<file path="src/hw/rtl/rgb2hsv_pkg.sv">
// Types, constants and the division and rounding steps of the RGB to HSV converter.
// Depends on nothing; the converter top level takes everything by scoped name.

package rgb2hsv_pkg;

  localparam int ColorW = 8;
  localparam int HueW   = 9;
  localparam int PctW   = 7;
  localparam int NumW   = 15;
  localparam int QuoW   = 7;

  localparam logic [NumW-1:0] HueScale = NumW'(60);
  localparam logic [NumW-1:0] PctScale = NumW'(100);
  localparam logic [ColorW-1:0] ValDen = ColorW'(255);
  localparam logic [HueW-1:0] GreenBase = HueW'(120);
  localparam logic [HueW-1:0] BlueBase  = HueW'(240);
  localparam logic [HueW-1:0] FullTurn  = HueW'(360);

  typedef enum logic [1:0] {
    SEC_GRAY,
    SEC_RED,
    SEC_GREEN,
    SEC_BLUE
  } sector_t;

  typedef struct packed {
    logic [ColorW-1:0] hi;
    logic [ColorW-1:0] lo;
    sector_t           sector;
    logic              neg;
    logic [ColorW-1:0] mag;
  } front_t;

  typedef struct packed {
    logic [NumW-1:0]   rem;
    logic [ColorW-1:0] den;
    logic [QuoW-1:0]   quo;
  } div_lane_t;

  typedef struct packed {
    sector_t   sector;
    logic      neg;
    logic      black;
    div_lane_t hue;
    div_lane_t sat;
    div_lane_t val;
  } div_word_t;

  typedef struct packed {
    sector_t         sector;
    logic            neg;
    logic            black;
    logic [QuoW-1:0] hue;
    logic [PctW-1:0] sat;
    logic [PctW-1:0] val;
  } round_word_t;

  // One restoring step: decide quotient bit k.
  function automatic div_lane_t div_step(input div_lane_t l, input logic [2:0] k);
    logic [NumW-1:0] sub;
    div_lane_t       res;
    sub = NumW'(l.den) << k;
    res = l;
    if (l.rem >= sub) begin
      res.rem    = l.rem - sub;
      res.quo[k] = 1'b1;
    end
    return res;
  endfunction

  // Round quotient to nearest, ties to even.
  function automatic logic [QuoW-1:0] round_even(input div_lane_t l);
    logic [ColorW:0] twice;
    logic            up;
    twice = {l.rem[ColorW-1:0], 1'b0};
    up    = (twice > {1'b0, l.den}) || ((twice == {1'b0, l.den}) && l.quo[0]);
    return l.quo + QuoW'(up);
  endfunction

endpackage

</file>
<file path="src/hw/rtl/rgb_to_hsv_converter.sv">
// RGB to HSV converter: pipelined max/min, products, restoring divider and rounding.
// Depends on rgb2hsv_pkg.
//
// Usage:
//   Input words arrive on s_axis (red, green, blue, 8 bits each). One result word
//   leaves on m_axis per input word, in order: hue in degrees (0..359),
//   saturation and value in percent (0..100).
//   The pipeline has one stage for max, min and sector, one for the products,
//   seven for the divider (one quotient bit per stage, three lanes side by side)
//   and two for rounding and hue assembly.
//   Throughput is one word per cycle while m_axis is not stalled; the divider stages set the depth.
//   Reset clears every valid bit; payload registers keep whatever they hold.
//   When the receiver drops m_axis_tready while a result waits, the whole pipeline
//   holds and s_axis_tready falls in the same cycle; nothing is lost or repeated.

module rgb_to_hsv_converter (
  input  logic        clk,
  input  logic        rst,
  input  logic        s_axis_tvalid,
  output logic        s_axis_tready,
  input  logic [23:0] s_axis_tdata,   // red_in[7:0], green_in[15:8], blue_in[23:16]
  output logic        m_axis_tvalid,
  input  logic        m_axis_tready,
  output logic [23:0] m_axis_tdata    // hue_deg[8:0], sat_pct[15:9], val_pct[22:16], zero
);

  localparam int DivStages = rgb2hsv_pkg::QuoW;

  logic en;

  logic [rgb2hsv_pkg::ColorW-1:0] red_in, green_in, blue_in;

  logic                 a_vld;
  rgb2hsv_pkg::front_t  a, a_next;
  logic                 b_vld;
  rgb2hsv_pkg::div_word_t b, b_next;
  logic [DivStages-1:0] dv_vld;
  rgb2hsv_pkg::div_word_t dv [DivStages];
  logic                 r_vld;
  rgb2hsv_pkg::round_word_t r, r_next;
  logic                 out_vld;
  logic [rgb2hsv_pkg::HueW-1:0] hue_deg, hue_next;
  logic [rgb2hsv_pkg::PctW-1:0] sat_pct, val_pct;

  assign en            = !out_vld || m_axis_tready;
  assign s_axis_tready = en;
  assign m_axis_tvalid = out_vld;
  assign m_axis_tdata  = {1'b0, val_pct, sat_pct, hue_deg};

  assign red_in   = s_axis_tdata[7:0];
  assign green_in = s_axis_tdata[15:8];
  assign blue_in  = s_axis_tdata[23:16];

  // Stage A: max, min, sector and signed difference.
  always_comb begin
    logic red_top, green_top, gray;
    red_top   = (red_in >= green_in) && (red_in >= blue_in);
    green_top = (green_in >= blue_in);
    gray      = (red_in == green_in) && (green_in == blue_in);
    a_next    = '0;
    if (red_top) begin
      a_next.hi = red_in;
    end else if (green_top) begin
      a_next.hi = green_in;
    end else begin
      a_next.hi = blue_in;
    end
    if ((red_in <= green_in) && (red_in <= blue_in)) begin
      a_next.lo = red_in;
    end else if (green_in <= blue_in) begin
      a_next.lo = green_in;
    end else begin
      a_next.lo = blue_in;
    end
    priority if (gray) begin
      a_next.sector = rgb2hsv_pkg::SEC_GRAY;
      a_next.neg    = 1'b0;
      a_next.mag    = '0;
    end else if (red_top) begin
      a_next.sector = rgb2hsv_pkg::SEC_RED;
      a_next.neg    = green_in < blue_in;
      a_next.mag    = (green_in < blue_in) ? blue_in - green_in : green_in - blue_in;
    end else if (green_top) begin
      a_next.sector = rgb2hsv_pkg::SEC_GREEN;
      a_next.neg    = blue_in < red_in;
      a_next.mag    = (blue_in < red_in) ? red_in - blue_in : blue_in - red_in;
    end else begin
      a_next.sector = rgb2hsv_pkg::SEC_BLUE;
      a_next.neg    = red_in < green_in;
      a_next.mag    = (red_in < green_in) ? green_in - red_in : red_in - green_in;
    end
  end

  // Stage B: span and the three numerators.
  always_comb begin
    logic [rgb2hsv_pkg::ColorW-1:0] span;
    span          = a.hi - a.lo;
    b_next.sector = a.sector;
    b_next.neg    = a.neg;
    b_next.black  = (a.hi == '0);
    b_next.hue.rem = rgb2hsv_pkg::NumW'(a.mag) * rgb2hsv_pkg::HueScale;
    b_next.hue.den = span;
    b_next.hue.quo = '0;
    b_next.sat.rem = rgb2hsv_pkg::NumW'(span) * rgb2hsv_pkg::PctScale;
    b_next.sat.den = a.hi;
    b_next.sat.quo = '0;
    b_next.val.rem = rgb2hsv_pkg::NumW'(a.hi) * rgb2hsv_pkg::PctScale;
    b_next.val.den = rgb2hsv_pkg::ValDen;
    b_next.val.quo = '0;
  end

  always_ff @(posedge clk) begin
    if (rst) begin
      a_vld <= 1'b0;
      b_vld <= 1'b0;
    end else if (en) begin
      a_vld <= s_axis_tvalid;
      b_vld <= a_vld;
    end
    if (en) begin
      a <= a_next;
      b <= b_next;
    end
  end

  // Divider: one quotient bit per stage, most significant first.
  for (genvar i = 0; i < DivStages; i++) begin : g_div
    localparam logic [2:0] Bit = 3'(DivStages - 1 - i);
    rgb2hsv_pkg::div_word_t src, step;
    logic                   src_vld;

    if (i == 0) begin : g_first
      assign src     = b;
      assign src_vld = b_vld;
    end else begin : g_rest
      assign src     = dv[i-1];
      assign src_vld = dv_vld[i-1];
    end

    always_comb begin
      step     = src;
      step.hue = rgb2hsv_pkg::div_step(src.hue, Bit);
      step.sat = rgb2hsv_pkg::div_step(src.sat, Bit);
      step.val = rgb2hsv_pkg::div_step(src.val, Bit);
    end

    always_ff @(posedge clk) begin
      if (rst) begin
        dv_vld[i] <= 1'b0;
      end else if (en) begin
        dv_vld[i] <= src_vld;
      end
      if (en) begin
        dv[i] <= step;
      end
    end
  end

  // Rounding stage.
  always_comb begin
    rgb2hsv_pkg::div_word_t last;
    last          = dv[DivStages-1];
    r_next.sector = last.sector;
    r_next.neg    = last.neg;
    r_next.black  = last.black;
    r_next.hue    = rgb2hsv_pkg::round_even(last.hue);
    r_next.sat    = last.black ? '0 : rgb2hsv_pkg::round_even(last.sat);
    r_next.val    = rgb2hsv_pkg::round_even(last.val);
  end

  // Hue assembly: sector base plus or minus the rounded offset, red wraps.
  always_comb begin
    logic [rgb2hsv_pkg::HueW-1:0] mag;
    mag = rgb2hsv_pkg::HueW'(r.hue);
    unique case (r.sector)
      rgb2hsv_pkg::SEC_GRAY:  hue_next = '0;
      rgb2hsv_pkg::SEC_RED:   hue_next = (r.neg && mag != '0) ? rgb2hsv_pkg::FullTurn - mag
                                                              : mag;
      rgb2hsv_pkg::SEC_GREEN: hue_next = r.neg ? rgb2hsv_pkg::GreenBase - mag
                                               : rgb2hsv_pkg::GreenBase + mag;
      rgb2hsv_pkg::SEC_BLUE:  hue_next = r.neg ? rgb2hsv_pkg::BlueBase - mag
                                               : rgb2hsv_pkg::BlueBase + mag;
      default:                hue_next = '0;
    endcase
  end

  always_ff @(posedge clk) begin
    if (rst) begin
      r_vld   <= 1'b0;
      out_vld <= 1'b0;
    end else if (en) begin
      r_vld   <= dv_vld[DivStages-1];
      out_vld <= r_vld;
    end
    if (en) begin
      r       <= r_next;
      hue_deg <= hue_next;
      sat_pct <= r.sat;
      val_pct <= r.val;
    end
  end

`ifndef ASSERT_OFF
  a_rem_below_den: assert property (@(posedge clk) disable iff (rst)
    dv_vld[DivStages-1] && dv[DivStages-1].hue.den != '0 && dv[DivStages-1].sat.den != '0
    |-> dv[DivStages-1].hue.rem < rgb2hsv_pkg::NumW'(dv[DivStages-1].hue.den) &&
        dv[DivStages-1].sat.rem < rgb2hsv_pkg::NumW'(dv[DivStages-1].sat.den) &&
        dv[DivStages-1].val.rem < rgb2hsv_pkg::NumW'(dv[DivStages-1].val.den))
    else $error("divider remainder not below divisor");

  a_gray_hue_zero: assert property (@(posedge clk) disable iff (rst)
    en && r_vld && r.sector == rgb2hsv_pkg::SEC_GRAY |=> hue_deg == '0 && sat_pct == '0)
    else $error("gray pixel gave nonzero hue or saturation");

  a_result_range: assert property (@(posedge clk) disable iff (rst)
    out_vld |-> hue_deg < rgb2hsv_pkg::FullTurn && sat_pct <= 7'd100 && val_pct <= 7'd100)
    else $error("result out of range");

  a_hold_on_stall: assert property (@(posedge clk) disable iff (rst)
    !en |=> $stable({a_vld, b_vld, dv_vld, r_vld}))
    else $error("valid bits moved during stall");

  a_word_advances: assert property (@(posedge clk) disable iff (rst)
    en && dv_vld[DivStages-1] |=> r_vld)
    else $error("word lost between divider and rounding");
`endif

endmodule

</file>
<file path="config.mk">
export PLATFORM = sky130hd
export DESIGN_NAME = rgb_to_hsv_converter
export DESIGN_NICKNAME = d
export VERILOG_FILES = /design/src/hw/rtl/rgb2hsv_pkg.sv /design/src/hw/rtl/rgb_to_hsv_converter.sv
export SDC_FILE = /design/constraint.sdc
export NUM_CORES = 1
export LEC_CHECK = 0
export BUFFER_PORTS_ARGS = -buffer_cell sky130_fd_sc_hd__buf_2
export CORE_UTILIZATION = 55
export CTS_CLUSTER_SIZE = 20
export DETAILED_ROUTE_END_ITERATION = 7
export PLACE_DENSITY = 0.83
export SKIP_LAST_GASP = 1
export SYNTH_ARGS = -nofsm -noshare
export SYNTH_HDL_FRONTEND = slang
export SYNTH_SLANG_ARGS = --single-unit
</file>
<file path="constraint.sdc">
create_clock -name clk -period 36.3 [get_ports clk]
set_clock_uncertainty 0.15 [all_clocks]
set_input_delay 0 -clock clk [delete_from_list [all_inputs] [get_ports clk]]
set_output_delay 0 -clock clk [all_outputs]
set_load 0.02 [all_outputs]
</file>
* Yosys cells after proc, flatten, opt, wreduce, memory -nomap -nowiden
Memory sizes are Yosys's and may differ from the RTL's.
Cells that the tools add are included.
Widths: inputs -> output; s select.
** Storage, ports and cells
- Word-level logic and storage cells :: 187
- Input bits :: 28
- Register bits :: 143
- RAM bits :: 658
- Memories kept :: 1
** Memories
- dv :: words 7, width 94, rd ports 7, clocked after memory_dff 0, write ports 7, RTL line rgb_to_hsv_converter.sv:38 : rgb2hsv_pkg::div_word_t dv [DivStages];
** Cells by class
- Multipliers :: 3
- Add/subtract/negate cells :: 36
- Magnitude comparators :: 33
- Muxes and demuxes :: 57
- Reductions and logical operators :: 16
- Equality and inequality tests :: 8
** Operators with widths (count)
- $mux 15 :: 21
- $mux 8 :: 7
- $sub 8x8->8 :: 7
- $ge 15x10->1 :: 3
- $ge 15x11->1 :: 3
- $ge 15x12->1 :: 3
- $ge 15x13->1 :: 3
- $ge 15x8->1 :: 3
- $ge 15x9->1 :: 3
- $sub 15x10->15 :: 3
- $sub 15x11->15 :: 3
- $sub 15x12->15 :: 3
- $sub 15x13->15 :: 3
- $sub 15x8->15 :: 3
- $sub 15x9->15 :: 3
- $pmux 9 s4 :: 1
- $eq 9x8->1 :: 3
- $gt 9x8->1 :: 3
- $mux 9 :: 3
- $mul 8x5->13 const B :: 2
- $ge 8x8->1 :: 3
- $le 8x8->1 :: 3
- $lt 8x8->1 :: 3
- $mux 1 :: 23
- 24 further kinds :: 38

* Logic depth before layout (Yosys ltp)
An unclocked memory read counts as a cell.
- Word-level depth :: 5
- Gate-level depth with buffers :: 19

* Worst setup path before layout
No wires, ideal clock.
- Path kind :: register to register
- From :: reg out_vld, in the netlist m_axis_tvalid
- To :: reg a[0] (netlist name), enable pin
- Arrival time :: 16.465 ns
- Setup time :: 1.177 ns
- Buffers on the path :: 1
- Required time :: 34.973 ns
- Setup slack :: 18.508 ns
- Cell stages (with the launch flop) :: 4
- Cells stage by stage :: dfxtp_1 nor2b_1 inv_1 clkbuf_1
** On the way
- Cells in the longest elaborated chain, start to end :: 2
** Ends and longest elaborated chain
- start: declaration :: RTL line rgb_to_hsv_converter.sv:41 : logic out_vld;
- start signal: assignment :: RTL line rgb_to_hsv_converter.sv:193 : out_vld <= r_vld;
- $logic_not 1->1 :: RTL line rgb_to_hsv_converter.sv:45 : assign en = !out_vld || m_axis_tready;
- $logic_or 1x1->1 :: RTL line rgb_to_hsv_converter.sv:45
- via s_axis_tready :: RTL line rgb_to_hsv_converter.sv:20 : output logic s_axis_tready,
- end signal: assignment :: RTL line rgb_to_hsv_converter.sv:121 : a <= a_next;
- end: declaration :: RTL line rgb_to_hsv_converter.sv:34 : rgb2hsv_pkg::front_t a, a_next;
The timed path passes the listed nets, and every way through them passes these cells.
A chain may end at the register's enable or synchronous reset.

==> metrics.txt <==
Clock Path Buffers=3; vias in the first global route=20754; Static Leakage=14.79 nW; starting density of the core=0.5573; CP dominant cell by count=ha_1; Warnings, synthesis=0; Die Width=244.0 um; DRT Pass-1 Iters=6; clock-pin transition on the worst setup and hold timing paths=0.06 ns; num ports=54; Post-synth EDFFs=575; Syn Nets=3055; sequential share of power=0.377; WL/cell=16.44 um; Placement Rows=88; n_diodes=0; Yosys cell types=88; # nets final=3165; Post-Syn Area=32220 um^2; run status=finished clean; CP arrival=4.80 ns; WS Path Type=flop to flop; share of post-route cells with drive strength above 1=0.07360; synthesized flop and latch total=586; worst skew pair latency=0.64 ns; crit-path max FO=4; Pint=2.295 mW; routability cong.=0.9161; final critical-path share of the clock period=0.1268; via count=20468; worst hold path class=primary input to flop; first-pass GRT wire length=98.49 mm; Final Setup Violations=0; clk root buf=clkbuf_16; routed wire length=59.71 mm; PD cells=102.8 nW/um^2; Largest stage delay, worst path=0.50 ns; Mapped Cells=2709; H-tree depth=2; Sw Share=0.3714; DRC viols=0; maximum VDD drop=0.05874 mV; Clock Power Share=0.160; Fill cells=4254; initial antenna violation count=0; WP data required=36.50 ns; Initial DRC Count=1423; Core Box Area=57810 um^2; Max-Cap Viols=0; register area=17490 um^2; CTS tree=yes; CP startpoint kind=flop; setup_tns=0 ns; antenna-violating nets left=0; Cell Chain, Critical Path=inv_1, ha_1, fa_1, nor2b_1, o21ai_0, nand2b_1, xor2_1, ha_1, ha_1, inv_1, fa_1, inv_1, ha_1, a21oi_1, o21bai_1, a21oi_1, o21ai_0, xnor2_1; syn_area_per_cell=11.89 um^2; crit path time final=4.603 ns; Switching Power=1.356 mW; area of the multi-input gates=13510 um^2; Async S/R FF share, synth=0; fin. max-slew vios=0; die height=244.0 um; CP max stage cell=fa_1; Area growth syn-to-layout=10.30%; GRT Overall Usage=0.2010; sequential area share after synthesis=0.5428; Top FF cell, synth=edfxtp_1; TritonCTS Buffers=58; Highest Clock Rate=217.2 MHz; grt ovf=0; Final Power=3.652 mW; Slew @ Worst Pin=1.095 ns; post-CTS setup buffer count=0; RSZ-0062 raised after global routing=false; Slew HR=0.2684; largest net degree at the start of global routing=223; Die Area=59550 um^2; PortBufs=52; Hold Vio Cnt, Final=0; vias per cell=5.635; Logic pwr share=0.463; DP HPWL=43.53 mm; Setup crit end kind=flop; total clock sinks=586
state kept, by name, summed over array words and instances (netlist names), 6 cells and up:
register       count
dv               449
b                 52
a                 27
r                 24
hue_deg            9
sat_pct            7
val_pct            7
g_div.src_vld      6
timing repair:
action,4_1_cts,5_1_grt
hold buffers,36,0
endpoints found under the hold margin,28,0
gates resized for setup,0,0
layer usage:
metal / vias up / GRT usage / wire (um)
li1: 10047 / - / -
met1: 9706 / 0.2236 / 23580
met2: 561 / 0.3821 / 31290
met3: 154 / 0.02524 / 2509
met4: 0 / 0.08566 / 2333
met5: - / 0 / 0
Yosys cell counts (5+ instances only):
cell type | number | area [um^2]
and3_1 | 16 | 100.1
o21ai_1 | 10 | 50.05
and4b_1 | 5 | 50.05
a211oi_1 | 18 | 135.1
or4_1 | 5 | 37.54
a21oi_1 | 150 | 750.7
o22ai_1 | 7 | 43.79
nor4_1 | 19 | 118.9
buf_2 | 17 | 85.08
ha_1 | 278 | 3478
nor3_1 | 62 | 310.3
a2111oi_0 | 5 | 43.79
nand2_1 | 208 | 780.8
nor2b_1 | 42 | 262.8
or3_1 | 15 | 93.84
fa_1 | 40 | 800.8
clkbuf_1 | 21 | 78.83
o211ai_1 | 12 | 90.09
o31a_1 | 5 | 43.79
buf_4 | 5 | 37.54
nand2b_1 | 28 | 175.2
o21bai_1 | 9 | 67.56
nand4_1 | 26 | 162.7
dfxtp_1 | 11 | 220.2
a21boi_0 | 20 | 150.1
nor2_1 | 180 | 675.7
inv_1 | 264 | 991.0
o21a_1 | 31 | 232.7
mux2i_1 | 34 | 340.3
a31oi_1 | 25 | 156.4
a21o_1 | 56 | 420.4
xnor2_1 | 105 | 919.6
edfxtp_1 | 575 | 17270
xor2_1 | 82 | 718.2
and4_1 | 8 | 70.07
and2_1 | 8 | 50.05
nand4b_1 | 6 | 52.55
or2_2 | 5 | 31.28
nand3_1 | 38 | 190.2
mux2_2 | 28 | 315.3
o21ai_0 | 133 | 665.6
o31ai_1 | 19 | 142.6
metrics by stage:
step                      setup slack, ns  std cells  hold WS (ns)  instance area, um^2  utilization
after floorplan                     18.51       2709      -0.08093                32220            -
after global placement              31.83       3488       0.09915                33280       0.5758
after detailed placement            31.75       3488        0.1149                33280       0.5758
after CTS                           31.69       3632      0.003503                35530       0.6147
after global routing                31.32       3632       0.06981                35530       0.6147
final                               31.70       3632       0.03007                35530       0.6147
layout make-up:
class / instances / share of cell area
clock buffers: 81 / 0.04560
clock inverters: 27 / 0.007606
inverters: 266 / 0.02831
multi-input cells: 1812 / 0.3801
flip-flops and latches: 586 / 0.4921
well taps: 765 / 0.02694
repair buffers: 95 / 0.01930
power groups by stage:
stage                     registers [mW]  logic (mW)  clock network, mW
after floorplan                     1.33        1.32                  0
after detailed placement            1.39        1.66                  0
final                               1.38        1.69              0.586
after CTS                           1.38        1.68              0.597
after global placement              1.37        1.56                  0
after global routing                1.41        1.90              0.625
critical path, delay by kind of cell, from the launching register on:
kind / cells / cell delay [ns]
adders and majority gates: 6 / 2.05
AOI/OAI and AO/OA: 5 / 0.77
xor gates and xnor gates: 2 / 0.53
DFF: 1 / 0.40
and+or+nand+nor: 2 / 0.24
buffers and inverters: 3 / 0.17
kinds of logic after synthesis:
family	share of synthesized area
DFF	0.5428
and+or+nand+nor	0.1042
AOI/OAI and AO/OA	0.1093
muxes	0.02198
xor gates and xnor gates	0.05084
adders and majority gates	0.1328
other	0.0001164
buffers and inverters	0.03794
final timing paths:
path	slack [ns]	endpoint	depth (start not counted)	startpoint
worst max register to register	31.70	b[59]	18	a[19]
worst min-delay path	0.03	a[17]	5	s_axis_tdata[22]
worst min register to register	0.24	dv[2][92]	0	dv[1][92]
worst max-delay path	31.70	b[59]	18	a[19]
cells in the final DEF, fill, tap and decap left out, types with 11 or more instances in the layout:
cell type and instances:
edfxtp_1 575, ha_1 278, inv_1 263, nand2_1 208, nor2_1 180, a21oi_1 150
o21ai_0 133, xnor2_1 105, xor2_1 82, nor3_1 62, clkbuf_16 60, a21o_1 56
buf_2 52, nor2b_1 42, fa_1 40, nand3_1 38, dlygate4sd3_1 36, mux2i_1 34
o21a_1 31, nand2b_1 28, mux2_2 28, nand4_1 26, a31oi_1 25, a21boi_0 20
nor4_1 19, o31ai_1 19, a211oi_1 18, clkbuf_1 17, and3_1 16, or3_1 15
clkinv_2 13, o211ai_1 12, dfxtp_1 11
No activity file was read; power rests on OpenSTA's default activity.
